[config.mk]
export PLATFORM = sky130hd
export DESIGN_NAME = tracked_object_alarm_fsm_flat
export DESIGN_NICKNAME = d
export VERILOG_FILES = /design/src/toaf_pkg.sv /design/src/toaf_if.sv /design/src/toaf_isqrt.sv /design/src/tracked_object_alarm_fsm.sv /design/src/flat_wrapper.sv
export SDC_FILE = /design/constraint.sdc
export NUM_CORES = 2
export LEC_CHECK = 0
export BUFFER_PORTS_ARGS = -buffer_cell sky130_fd_sc_hd__buf_2
export CORE_MARGIN = 1
export CORE_UTILIZATION = 25
export DETAILED_ROUTE_END_ITERATION = 10
export HOLD_SLACK_MARGIN = 0.12
export SYNTH_ARGS = -nofsm -noshare
export SYNTH_HDL_FRONTEND = slang
export SYNTH_SLANG_ARGS = --single-unit
[constraint.sdc]
create_clock -name clk -period 12.5 [get_ports clk]
set_input_delay 2.5 -clock clk [delete_from_list [all_inputs] [get_ports clk]]
set_output_delay 2.5 -clock clk [all_outputs]
set_load 0.005 [all_outputs]
[src/toaf_pkg.sv]
// Shared constants and codes of the tracked object alarm block.
`timescale 1ns / 1ps

package toaf_pkg;

  // Default geometry and precision.
  localparam int COORD_BITS_DEF     = 12;
  localparam int TICK_BITS_DEF      = 16;
  localparam int DIST_FRAC_BITS_DEF = 4;

  // Fixed widths of the register file and of the travel accumulator.
  localparam int CFG_BITS    = 16;
  localparam int TRAVEL_BITS = 32;

  // Reset values of the two timing registers.
  localparam logic [CFG_BITS-1:0] ACTIVATE_RESET = 16'd5;
  localparam logic [CFG_BITS-1:0] ALARM_RESET    = 16'd10;

  // Register indexes on the write port.
  typedef enum logic {
    CFG_ACTIVATE = 1'b0,
    CFG_ALARM    = 1'b1
  } cfg_idx_t;

  // Request operation codes.
  typedef enum logic [1:0] {
    OP_TICK  = 2'd0,
    OP_RECT  = 2'd1,
    OP_EMPTY = 2'd2
  } op_t;

  // Tracking phases.
  typedef enum logic [1:0] {
    PH_IDLE    = 2'd0,
    PH_INIT    = 2'd1,
    PH_ACTIVE  = 2'd2,
    PH_ALARMED = 2'd3
  } phase_t;

  // Events reported with each frame result.
  typedef enum logic [2:0] {
    EV_NONE     = 3'd0,
    EV_INIT     = 3'd1,
    EV_ACTIVATE = 3'd2,
    EV_ALARM    = 3'd3,
    EV_RELEASE  = 3'd4
  } event_t;

endpackage

[src/toaf_if.sv]
// Request and result channel interfaces of the tracked object alarm block.
`timescale 1ns / 1ps

interface toaf_in_if import toaf_pkg::*; #(
  parameter int COORD_BITS = COORD_BITS_DEF
) ();
  logic                  valid;
  logic                  ready;
  logic [1:0]            op;
  logic [COORD_BITS-1:0] box_x;
  logic [COORD_BITS-1:0] box_y;
  logic [COORD_BITS-1:0] box_w;
  logic [COORD_BITS-1:0] box_h;
  logic                  frame_end;
  logic                  release_on_miss;

  modport source (
    output valid, op, box_x, box_y, box_w, box_h, frame_end, release_on_miss,
    input  ready
  );
  modport sink (
    input  valid, op, box_x, box_y, box_w, box_h, frame_end, release_on_miss,
    output ready
  );
endinterface

interface toaf_out_if import toaf_pkg::*; #(
  parameter int COORD_BITS = COORD_BITS_DEF
) ();
  logic                   valid;
  logic                   ready;
  logic [1:0]             phase;
  logic [2:0]             event_res;
  logic [COORD_BITS-1:0]  track_x;
  logic [COORD_BITS-1:0]  track_y;
  logic [COORD_BITS-1:0]  track_w;
  logic [COORD_BITS-1:0]  track_h;
  logic [TRAVEL_BITS-1:0] travelled;

  modport source (
    output valid, phase, event_res, track_x, track_y, track_w, track_h, travelled,
    input  ready
  );
  modport sink (
    input  valid, phase, event_res, track_x, track_y, track_w, track_h, travelled,
    output ready
  );
endinterface

[src/toaf_isqrt.sv]
// Bit-serial integer square root unit, one result bit per cycle.
`timescale 1ns / 1ps

module toaf_isqrt import toaf_pkg::*; #(
  parameter int RAD_W = 36
) (
  input  logic                 clk,
  input  logic                 rst,
  input  logic                 start,
  input  logic [RAD_W-1:0]     radicand,
  output logic                 busy,
  output logic                 done,
  output logic [RAD_W/2-1:0]   root
);

  localparam int ROOT_W = RAD_W / 2;
  localparam int CNT_W  = $clog2(ROOT_W + 1);

  logic [RAD_W-1:0]  rad;
  logic [ROOT_W:0]   rem;
  logic [ROOT_W-1:0] acc;
  logic [CNT_W-1:0]  cnt;

  logic [ROOT_W+2:0] rem_shift;
  logic [ROOT_W+2:0] trial;
  logic [ROOT_W+2:0] rem_sub;
  logic              take;

  // Restoring step: bring down two radicand bits and try the next root bit.
  assign rem_shift = {rem, rad[RAD_W-1 -: 2]};
  assign trial     = {1'b0, acc, 2'b01};
  assign take      = rem_shift >= trial;
  assign rem_sub   = rem_shift - trial;
  assign root      = acc;

  always_ff @(posedge clk) begin
    if (rst) begin
      busy <= 1'b0;
      done <= 1'b0;
      cnt  <= '0;
    end else begin
      done <= 1'b0;
      if (start) begin
        busy <= 1'b1;
        cnt  <= CNT_W'(ROOT_W);
      end else if (busy) begin
        cnt <= cnt - 1'b1;
        if (cnt == CNT_W'(1)) begin
          busy <= 1'b0;
          done <= 1'b1;
        end
      end
    end
  end

  always_ff @(posedge clk) begin
    if (start) begin
      rad <= radicand;
      rem <= '0;
      acc <= '0;
    end else if (busy) begin
      rad <= rad << 2;
      rem <= take ? rem_sub[ROOT_W:0] : rem_shift[ROOT_W:0];
      acc <= {acc[ROOT_W-2:0], take};
    end
  end

endmodule

[src/tracked_object_alarm_fsm.sv]
// Top level of the tracked object alarm block: phase sequencer and travel meter.
//
//   channel  | role   | accepted when          | payload
//   ---------+--------+------------------------+-------------------------------------
//   item     | sink   | valid & ready          | op, box_x/y/w/h, frame_end, release_on_miss
//   result   | source | valid & ready          | phase, event_res, track_x/y/w/h, travelled
//   wr_*     | write  | wr_en high             | wr_index, wr_data
//
// Ticks and rectangles that do not end a frame are handled in the idle state. A request
// that ends a frame, a last rectangle or an empty frame, passes through the decision and
// the result state when no distance is due; otherwise through the decision, the squaring
// of dx and then of dy, the add, the start of the square-root unit, the wait on that unit
// (one root bit per cycle, then its done flag), and the result state.
// The item channel is ready only while the sequencer waits in its idle state.
// A result waits in an output register; ticks and rectangles keep being accepted
// meanwhile, and only the next frame end stalls until that result has been taken.
// Reset is synchronous and active high; it restores both timing registers to their
// defaults and clears the track, with no clearing pass.
`timescale 1ns / 1ps

module tracked_object_alarm_fsm import toaf_pkg::*; #(
  parameter int COORD_BITS     = COORD_BITS_DEF,
  parameter int TICK_BITS      = TICK_BITS_DEF,
  parameter int DIST_FRAC_BITS = DIST_FRAC_BITS_DEF
) (
  input  logic                clk,
  input  logic                rst,
  toaf_in_if.sink             item,
  toaf_out_if.source          result,
  input  logic                wr_en,
  input  logic                wr_index,
  input  logic [CFG_BITS-1:0] wr_data
);

  // Centre coordinates carry one extra bit; the squared sum one more again.
  localparam int CTR_W   = COORD_BITS + 1;
  localparam int SQSUM_W = 2 * CTR_W + 1;
  localparam int SQ_W    = SQSUM_W + 2 * DIST_FRAC_BITS;
  localparam int RAD_W   = SQ_W + (SQ_W % 2);
  localparam int ROOT_W  = RAD_W / 2;
  localparam int CMP_W   = (TICK_BITS > CFG_BITS) ? TICK_BITS : CFG_BITS;

  typedef enum logic [7:0] {
    S_IDLE   = 8'b0000_0001,
    S_DECIDE = 8'b0000_0010,
    S_SQX    = 8'b0000_0100,
    S_SQY    = 8'b0000_1000,
    S_SUM    = 8'b0001_0000,
    S_START  = 8'b0010_0000,
    S_ROOT   = 8'b0100_0000,
    S_OUT    = 8'b1000_0000
  } state_t;

  state_t state;
  state_t state_next;

  // Timing registers.
  logic [CFG_BITS-1:0] activate_after;
  logic [CFG_BITS-1:0] alarm_after;

  // Track state.
  phase_t                 phase_reg;
  logic [TICK_BITS-1:0]   since_init;
  logic [TICK_BITS-1:0]   since_active;
  logic [COORD_BITS-1:0]  trk_x, trk_y, trk_w, trk_h;
  logic [COORD_BITS-1:0]  cand_x, cand_y, cand_w, cand_h;
  logic                   cand_valid;
  logic                   first_in_frame;
  logic [TRAVEL_BITS-1:0] travel_acc;

  // Frame-end bookkeeping held across the sequence.
  logic   matched_q;
  logic   release_q;
  event_t event_q;
  logic [CTR_W-1:0] dx_q;
  logic [CTR_W-1:0] dy_q;

  // Shared multiplier datapath.
  logic [CTR_W-1:0]     mul_a;
  logic [2*CTR_W-1:0]   sq_val;
  logic [2*CTR_W-1:0]   prod;
  logic [SQSUM_W-1:0]   sumsq;

  // Square-root unit.
  logic              sqrt_start;
  logic [RAD_W-1:0]  radicand;
  logic              sqrt_busy;
  logic              sqrt_done;
  logic [ROOT_W-1:0] sqrt_root;

  // Output register.
  logic                   out_valid;
  phase_t                 out_phase;
  event_t                 out_event;
  logic [COORD_BITS-1:0]  out_x, out_y, out_w, out_h;
  logic [TRAVEL_BITS-1:0] out_travel;

  logic accept;
  logic out_free;

  assign accept   = item.valid && item.ready;
  assign out_free = !out_valid || result.ready;

  assign item.ready = (state == S_IDLE);

  // Overlap of the incoming rectangle with the tracked box, positive area required.
  logic [COORD_BITS-1:0] ov_l, ov_t;
  logic [CTR_W-1:0]      trk_r, trk_b, box_r, box_b, ov_r, ov_b;
  logic                  overlap;

  always_comb begin
    trk_r   = {1'b0, trk_x} + {1'b0, trk_w};
    trk_b   = {1'b0, trk_y} + {1'b0, trk_h};
    box_r   = {1'b0, item.box_x} + {1'b0, item.box_w};
    box_b   = {1'b0, item.box_y} + {1'b0, item.box_h};
    ov_l    = (trk_x > item.box_x) ? trk_x : item.box_x;
    ov_t    = (trk_y > item.box_y) ? trk_y : item.box_y;
    ov_r    = (trk_r < box_r) ? trk_r : box_r;
    ov_b    = (trk_b < box_b) ? trk_b : box_b;
    overlap = (ov_r > {1'b0, ov_l}) && (ov_b > {1'b0, ov_t});
  end

  // When idle, the first rectangle of a frame is taken; later, the last overlapping one.
  logic                  take_rect;
  logic                  cand_valid_n;
  logic [COORD_BITS-1:0] cand_w_n, cand_h_n;

  assign take_rect    = (phase_reg == PH_IDLE) ? first_in_frame : overlap;
  assign cand_valid_n = take_rect || cand_valid;
  assign cand_w_n     = take_rect ? item.box_w : cand_w;
  assign cand_h_n     = take_rect ? item.box_h : cand_h;

  // Phase step at a frame end. At most one step per frame; release only on a miss.
  logic   init_due, alarm_due;
  event_t ev;

  assign init_due  = CMP_W'(since_init) > CMP_W'(activate_after);
  assign alarm_due = CMP_W'(since_active) > CMP_W'(alarm_after);

  always_comb begin
    ev = EV_NONE;
    if (!matched_q) begin
      if (phase_reg != PH_IDLE && release_q) begin
        ev = EV_RELEASE;
      end
    end else if (phase_reg == PH_ACTIVE && alarm_due) begin
      ev = EV_ALARM;
    end else if (phase_reg == PH_INIT && init_due) begin
      ev = EV_ACTIVATE;
    end else if (phase_reg == PH_IDLE) begin
      ev = EV_INIT;
    end
  end

  // Centre-to-centre offsets between the tracked box and the chosen rectangle.
  logic [CTR_W-1:0] tcx, tcy, ccx, ccy, dx, dy;

  always_comb begin
    tcx = {1'b0, trk_x} + CTR_W'(trk_w >> 1);
    tcy = {1'b0, trk_y} + CTR_W'(trk_h >> 1);
    ccx = {1'b0, cand_x} + CTR_W'(cand_w >> 1);
    ccy = {1'b0, cand_y} + CTR_W'(cand_h >> 1);
    dx  = (tcx >= ccx) ? tcx - ccx : ccx - tcx;
    dy  = (tcy >= ccy) ? tcy - ccy : ccy - tcy;
  end

  // One multiplier squares dx, then dy.
  assign mul_a  = (state == S_SQX) ? dx_q : dy_q;
  assign sq_val = (2 * CTR_W)'(mul_a) * (2 * CTR_W)'(mul_a);

  assign sqrt_start = (state == S_START);
  assign radicand   = RAD_W'(sumsq) << (2 * DIST_FRAC_BITS);

  // Saturating accumulation of the step distance.
  logic [TRAVEL_BITS:0] travel_sum;
  assign travel_sum = {1'b0, travel_acc} + (TRAVEL_BITS + 1)'(sqrt_root);

  toaf_isqrt #(
    .RAD_W (RAD_W)
  ) u_isqrt (
    .clk      (clk),
    .rst      (rst),
    .start    (sqrt_start),
    .radicand (radicand),
    .busy     (sqrt_busy),
    .done     (sqrt_done),
    .root     (sqrt_root)
  );

  // Sequencer.
  always_comb begin
    state_next = state;
    case (state)
      S_IDLE: begin
        if (accept && ((item.op == OP_RECT && item.frame_end) || item.op == OP_EMPTY)) begin
          state_next = S_DECIDE;
        end
      end
      S_DECIDE: begin
        if (matched_q && ev != EV_INIT) begin
          state_next = S_SQX;
        end else begin
          state_next = S_OUT;
        end
      end
      S_SQX:   state_next = S_SQY;
      S_SQY:   state_next = S_SUM;
      S_SUM:   state_next = S_START;
      S_START: state_next = S_ROOT;
      S_ROOT: begin
        if (sqrt_done) begin
          state_next = S_OUT;
        end
      end
      S_OUT: begin
        if (out_free) begin
          state_next = S_IDLE;
        end
      end
      default: state_next = S_IDLE;
    endcase
  end

  always_ff @(posedge clk) begin
    if (rst) begin
      state <= S_IDLE;
    end else begin
      state <= state_next;
    end
  end

  // Configuration writes.
  always_ff @(posedge clk) begin
    if (rst) begin
      activate_after <= ACTIVATE_RESET;
      alarm_after    <= ALARM_RESET;
    end else if (wr_en) begin
      case (wr_index)
        CFG_ACTIVATE: activate_after <= wr_data;
        CFG_ALARM:    alarm_after    <= wr_data;
        default:      ;
      endcase
    end
  end

  // Track state, counters, candidate and travel.
  always_ff @(posedge clk) begin
    if (rst) begin
      phase_reg      <= PH_IDLE;
      since_init     <= '0;
      since_active   <= '0;
      trk_x          <= '0;
      trk_y          <= '0;
      trk_w          <= '0;
      trk_h          <= '0;
      cand_x         <= '0;
      cand_y         <= '0;
      cand_w         <= '0;
      cand_h         <= '0;
      cand_valid     <= 1'b0;
      first_in_frame <= 1'b1;
      travel_acc     <= '0;
      matched_q      <= 1'b0;
      release_q      <= 1'b0;
      event_q        <= EV_NONE;
    end else begin
      case (state)
        S_IDLE: begin
          if (accept) begin
            case (item.op)
              OP_TICK: begin
                if (phase_reg != PH_IDLE && since_init != '1) begin
                  since_init <= since_init + 1'b1;
                end
                if ((phase_reg == PH_ACTIVE || phase_reg == PH_ALARMED) &&
                    since_active != '1) begin
                  since_active <= since_active + 1'b1;
                end
              end
              OP_RECT: begin
                if (take_rect) begin
                  cand_x <= item.box_x;
                  cand_y <= item.box_y;
                  cand_w <= item.box_w;
                  cand_h <= item.box_h;
                end
                if (item.frame_end) begin
                  // A zero-sized first rectangle never counts as a match.
                  matched_q      <= cand_valid_n && cand_w_n != '0 && cand_h_n != '0;
                  release_q      <= item.release_on_miss;
                  cand_valid     <= 1'b0;
                  first_in_frame <= 1'b1;
                end else begin
                  cand_valid     <= cand_valid_n;
                  first_in_frame <= 1'b0;
                end
              end
              OP_EMPTY: begin
                // Pending rectangles are dropped and the frame ends unmatched.
                matched_q      <= 1'b0;
                release_q      <= item.release_on_miss;
                cand_valid     <= 1'b0;
                first_in_frame <= 1'b1;
              end
              default: ;
            endcase
          end
        end
        S_DECIDE: begin
          event_q <= ev;
          case (ev)
            EV_RELEASE: begin
              phase_reg    <= PH_IDLE;
              since_init   <= '0;
              since_active <= '0;
              trk_x        <= '0;
              trk_y        <= '0;
              trk_w        <= '0;
              trk_h        <= '0;
              travel_acc   <= '0;
            end
            EV_ALARM: phase_reg <= PH_ALARMED;
            EV_ACTIVATE: begin
              phase_reg    <= PH_ACTIVE;
              since_active <= '0;
            end
            EV_INIT: begin
              // The first detection takes the box and adds no distance.
              phase_reg  <= PH_INIT;
              since_init <= '0;
              trk_x      <= cand_x;
              trk_y      <= cand_y;
              trk_w      <= cand_w;
              trk_h      <= cand_h;
            end
            default: ;
          endcase
        end
        S_ROOT: begin
          if (sqrt_done) begin
            travel_acc <= travel_sum[TRAVEL_BITS] ? '1 : travel_sum[TRAVEL_BITS-1:0];
            trk_x      <= cand_x;
            trk_y      <= cand_y;
            trk_w      <= cand_w;
            trk_h      <= cand_h;
          end
        end
        default: ;
      endcase
    end
  end

  // Offsets and squares need no reset.
  always_ff @(posedge clk) begin
    case (state)
      S_DECIDE: begin
        dx_q <= dx;
        dy_q <= dy;
      end
      S_SQX: prod <= sq_val;
      S_SQY: begin
        prod  <= sq_val;
        sumsq <= SQSUM_W'(prod);
      end
      S_SUM: sumsq <= sumsq + SQSUM_W'(prod);
      default: ;
    endcase
  end

  // Result register.
  always_ff @(posedge clk) begin
    if (rst) begin
      out_valid <= 1'b0;
    end else if (state == S_OUT && out_free) begin
      out_valid <= 1'b1;
    end else if (result.ready) begin
      out_valid <= 1'b0;
    end
  end

  always_ff @(posedge clk) begin
    if (state == S_OUT && out_free) begin
      out_phase  <= phase_reg;
      out_event  <= event_q;
      out_x      <= trk_x;
      out_y      <= trk_y;
      out_w      <= trk_w;
      out_h      <= trk_h;
      out_travel <= travel_acc;
    end
  end

  assign result.valid     = out_valid;
  assign result.phase     = out_phase;
  assign result.event_res = out_event;
  assign result.track_x   = out_x;
  assign result.track_y   = out_y;
  assign result.track_w   = out_w;
  assign result.track_h   = out_h;
  assign result.travelled = out_travel;

`ifndef SYNTHESIS
  // A frame end always occupies the sequencer for at least the next cycle.
  a_frame_end_stalls: assert property (@(posedge clk) disable iff (rst)
    (accept && item.op == OP_EMPTY) |=> !item.ready)
    else $error("item channel ready right after a frame end");

  // The travel meter only grows when a distance is added.
  a_travel_grows: assert property (@(posedge clk) disable iff (rst)
    (state == S_ROOT && sqrt_done) |=> travel_acc >= $past(travel_acc))
    else $error("travel accumulator decreased");

  // The root unit is busy for the whole wait on it.
  a_root_busy: assert property (@(posedge clk) disable iff (rst)
    (state == S_ROOT && !sqrt_done) |-> sqrt_busy)
    else $error("waiting on an idle square-root unit");

  // Reported events agree with the reported phase.
  a_event_phase: assert property (@(posedge clk) disable iff (rst)
    (out_valid && (out_event == EV_INIT || out_event == EV_RELEASE ||
                   out_event == EV_ALARM)) |->
    ((out_event == EV_INIT && out_phase == PH_INIT) ||
     (out_event == EV_RELEASE && out_phase == PH_IDLE && out_travel == '0) ||
     (out_event == EV_ALARM && out_phase == PH_ALARMED)))
    else $error("result event and phase disagree");
`endif

endmodule
[src/flat_wrapper.sv]
// flat-port wrapper written by rule: the top's interface ports become plain ports
module tracked_object_alarm_fsm_flat import toaf_pkg::*;
#(
  parameter int COORD_BITS     = COORD_BITS_DEF,
  parameter int TICK_BITS      = TICK_BITS_DEF,
  parameter int DIST_FRAC_BITS = DIST_FRAC_BITS_DEF
)
  (clk, rst, wr_en, wr_index, wr_data, item_valid, item_op, item_box_x, item_box_y, item_box_w, item_box_h, item_frame_end, item_release_on_miss, item_ready, result_valid, result_phase, result_event_res, result_track_x, result_track_y, result_track_w, result_track_h, result_travelled, result_ready);
  toaf_in_if #(.COORD_BITS(COORD_BITS)) item_i ();
  toaf_out_if #(.COORD_BITS(COORD_BITS)) result_i ();
  input  logic clk;
  input  logic rst;
  input  logic wr_en;
  input  logic wr_index;
  input  logic [CFG_BITS-1:0] wr_data;
  input wire logic [$bits(item_i.valid)-1:0] item_valid;
  input wire logic [$bits(item_i.op)-1:0] item_op;
  input wire logic [$bits(item_i.box_x)-1:0] item_box_x;
  input wire logic [$bits(item_i.box_y)-1:0] item_box_y;
  input wire logic [$bits(item_i.box_w)-1:0] item_box_w;
  input wire logic [$bits(item_i.box_h)-1:0] item_box_h;
  input wire logic [$bits(item_i.frame_end)-1:0] item_frame_end;
  input wire logic [$bits(item_i.release_on_miss)-1:0] item_release_on_miss;
  output wire logic [$bits(item_i.ready)-1:0] item_ready;
  output wire logic [$bits(result_i.valid)-1:0] result_valid;
  output wire logic [$bits(result_i.phase)-1:0] result_phase;
  output wire logic [$bits(result_i.event_res)-1:0] result_event_res;
  output wire logic [$bits(result_i.track_x)-1:0] result_track_x;
  output wire logic [$bits(result_i.track_y)-1:0] result_track_y;
  output wire logic [$bits(result_i.track_w)-1:0] result_track_w;
  output wire logic [$bits(result_i.track_h)-1:0] result_track_h;
  output wire logic [$bits(result_i.travelled)-1:0] result_travelled;
  input wire logic [$bits(result_i.ready)-1:0] result_ready;
  assign item_i.valid = item_valid;
  assign item_i.op = item_op;
  assign item_i.box_x = item_box_x;
  assign item_i.box_y = item_box_y;
  assign item_i.box_w = item_box_w;
  assign item_i.box_h = item_box_h;
  assign item_i.frame_end = item_frame_end;
  assign item_i.release_on_miss = item_release_on_miss;
  assign item_ready = item_i.ready;
  assign result_valid = result_i.valid;
  assign result_phase = result_i.phase;
  assign result_event_res = result_i.event_res;
  assign result_track_x = result_i.track_x;
  assign result_track_y = result_i.track_y;
  assign result_track_w = result_i.track_w;
  assign result_track_h = result_i.track_h;
  assign result_travelled = result_i.travelled;
  assign result_i.ready = result_ready;
  tracked_object_alarm_fsm #(.COORD_BITS(COORD_BITS), .TICK_BITS(TICK_BITS), .DIST_FRAC_BITS(DIST_FRAC_BITS)) u_core (.clk(clk), .rst(rst), .item(item_i), .result(result_i), .wr_en(wr_en), .wr_index(wr_index), .wr_data(wr_data));
endmodule
==> impl_metrics.py <==
metrics = {
    "clocking": {
        "cts_tree": "yes",
        "root_buffer": "clkbuf_16",
        "numCtsBuffers": 51,
        "cts.repair.resized": 0,
        "postCtsSetupBuffers": 0,
        "clk_path_buf_depth": 3,
        "h-tree-depth": 2,
        "clk_latency_ns": 0.64,
        "cts_hold_buf": 0,
        "clock-sinks": 445,
        "clkSlewWorstSetupHoldPaths_ns": 0.06,
    },
    "sta": {
        "setup_tns_ns": 0,
        "hold_viol_final": 0,
        "slew_headroom_pct": 13.3,
        "worst_pin_slew_ns": 1.26,
        "period_needed_ns": 8.33,
        "whs_ns": 0.442,
        "fmax_mhz": 120,
        "fin_ws_ns": 4.17,
        "final-setup-viol-count": 0,
        "period_share_pct": 66.6,
        "finClkSkew_ns": 0.0304,
        "rsz0062_at_grt": "false",
        "drv_slew": 0,
    },
    "detailed_routing": {
        "ant_nets": 0,
        "first_iter_violations": 1879,
        "routed_wl_mm": 90.3,
        "drc": 0,
        "wl_per_cell_um": 16.2,
        "firstDrtPassIters": 6,
        "viasPerCell": 4.78,
        "dr_total_vias": 26659,
    },
    "placed_design": {
        "gp_congestion": 0.867,
        "port_buffers": 160,
        "hpwl_mm": 69.0,
        "pre_cts_slack_ns": 3.70,
    },
    "floorplanning": {
        "die_area_mm2": 0.134,
        "die_w_um": 366,
        "rows": 133,
        "die_h_um": 366,
        "core_area_mm2": 0.131,
        "io_pins": 161,
        "start_util_pct": 25.2,
    },
    "global_routing": {
        "grt_pass1_vias": 26052,
        "grt_max_degree": 88,
        "grt_pass1_wl_mm": 144,
        "grt_usage_pct": 13.4,
        "overflow": 0,
        "antenna_found_initial": 11,
    },
    "power": {
        "power_uw": 4980,
        "ir_drop_uv": 103,
        "pwr-share-seq_pct": 33.4,
        "pwr_density_cell_mw_per_mm2": 133,
        "p_leak_uw": 0.0159,
        "p_comb_share_pct": 35.1,
        "p_int_uw": 3280,
        "p_clk_share_pct": 31.5,
        "swShare_pct": 34.2,
        "p_switching_uw": 1700,
    },
    "synthesis": {
        "ys.warnings.count": 0,
        "synth.avg_cell_area_um2": 9.02,
        "synth_edf_count": 190,
        "synth_seq_cells": 445,
        "netlist_area_mm2": 0.0331,
        "synth_nets": 4229,
        "synthArstFlopShare_pct": 0,
        "synth_flop_cell": "dfxtp_1",
        "ys_seq_area_share_pct": 32.7,
        "syn_inst": 3664,
        "yosysUniqueCellTypes": 84,
    },
    "setup_path": {
        "cp_slowest_cell": "o21a_2",
        "reg2reg_depth": 24,
        "endpoint_kind": "flop",
        "cp.required_ns": 13.03,
        "cpPeakStageDelay_ns": 0.89,
        "startpoint_type": "input port",
        "cpMostUsedCell": "a21oi_1",
        "crit_fanout": 49,
        "crit_arrival_ns": 8.86,
        "crit_type": "input port to flop",
    },
    "layout": {
        "area_growth_pct": 13.7,
        "layout.nets": 4337,
        "final_layout_size_suffix_gt1_share_pct": 9.10,
    },
    "hold_path": {
        "min_path_type": "flop to flop",
        "whs_path_depth": 0,
    },
    "run_status": {
        "status": "finished clean",
    },
    "job": {
        "maxCapViolations": 0,
    },
}
[Yosys cell counts, types with 35 or more instances]
cell	instances	share of area, %
ha_1	381	14
nand2_1	368	4.2
a21oi_1	320	4.8
inv_1	313	3.6
dfxtp_1	255	15
nor2_1	231	2.6
edfxtp_1	190	17
o21ai_0	176	2.7
xnor2_1	129	3.4
clkbuf_1	110	1.2
fa_1	110	6.7
nand3_1	102	1.5
mux2i_1	97	2.9
a21o_1	94	2.1
nand4_1	84	1.6
xor2_1	74	2.0
nor3_1	64	0.97
o31ai_1	63	1.4
nor2b_1	44	0.83
o21bai_1	42	0.95
a31oi_1	38	0.72
nand2b_1	35	0.66
[metal layers]
layer	vias up	share of wire [%]	GRT usage (%)	routed length [um]
met2	619	45	21.7	40500
met4	6	2.0	3.06	1780
li1	13245	-	-	-
met3	116	5.4	2.25	4900
met1	12673	48	18.4	43100
met5	-	0.049	0	44
[power by group through the flow]
| stage | Clock [uW] | Sequential, uW | Combinational, uW |
|---|---|---|---|
| 2_1_floorplan | 0 | 1680 | 1390 |
| 3_3_place_gp | 0 | 1690 | 1720 |
| 3_5_place_dp | 0 | 1690 | 1750 |
| 4_1_cts | 1610 | 1660 | 1760 |
| 5_1_grt | 1670 | 1670 | 1990 |
| 6_report | 1570 | 1660 | 1750 |
[final cells by class]
cell class,instances,area [um^2]
Tap cell,1755,2200
Timing Repair Buffer,197,1080
Clock buffer,64,1420
Antenna cell,5,12.5
Clock inverter,32,328
Fill cell,13865,93700
Sequential cell,445,10800
Inverter,317,1190
Multi-Input combinational cell,2760,20500
[critical path: cells and delay by family]
kind	cells	cell delay, ns
AO/OA/AOI/OAI	17	4.30
adder cells (fa/ha/maj)	3	0.89
AND/OR/NAND/NOR	5	0.55
buffers and inverters	2	0.39
XOR/XNOR	1	0.17
[stage by stage]
| step | util, % | cells | area (um^2) |
|---|---|---|---|
| detailed placement | 27.3 | 5474 | 35800 |
| CTS | 28.6 | 5570 | 37600 |
| floorplan | - | 3664 | 33100 |
| global placement | 27.3 | 5474 | 35800 |
| finish | 28.6 | 5575 | 37600 |
| global route | 28.6 | 5571 | 37600 |
[worst paths after layout]
| kind | start | endpoint | slack [ns] |
|---|---|---|---|
| min | u_core.event_q[0] | u_core.result.event_res[0] | 0.44 |
| max reg2reg | u_core.state[1] | u_core.prod[25] | 4.52 |
| max | item_box_h[1] | u_core.cand_x[1] | 4.17 |
| min reg2reg | u_core.event_q[0] | u_core.result.event_res[0] | 0.44 |
[layout by cell type, fill, tap and decap left out, types with 13 or more instances in the layout]
cell and count:
ha_1 381, nand2_1 368, a21oi_1 319, inv_1 313, dfxtp_1 254, nor2_1 231, edfxtp_1 190, o21ai_0 175
buf_2 159, xnor2_1 129, fa_1 110, nand3_1 101, mux2i_1 97, a21o_1 94, nand4_1 84, xor2_1 74
nor3_1 64, o31ai_1 63, clkbuf_16 54, nor2b_1 43, o21bai_1 42, a31oi_1 38, buf_4 38, nand2b_1 34
o21a_1 31, a211oi_1 25, and3_1 20, o211ai_1 19, nor4_1 18, or2_2 17, and2_1 17, or3_1 13
[cells by family after synthesis]
kind of cell	count (synthesis)	synth area share, %
buffers and inverters	459	5.36
and+or+nand+nor	1061	15.3
AOI/OAI and AO/OA	894	16.8
DFF	445	32.7
muxes	111	3.42
xor gates and xnor gates	203	5.38
adders and majority gates	491	21.1
Note: power is estimated with default switching activity, not from simulation.
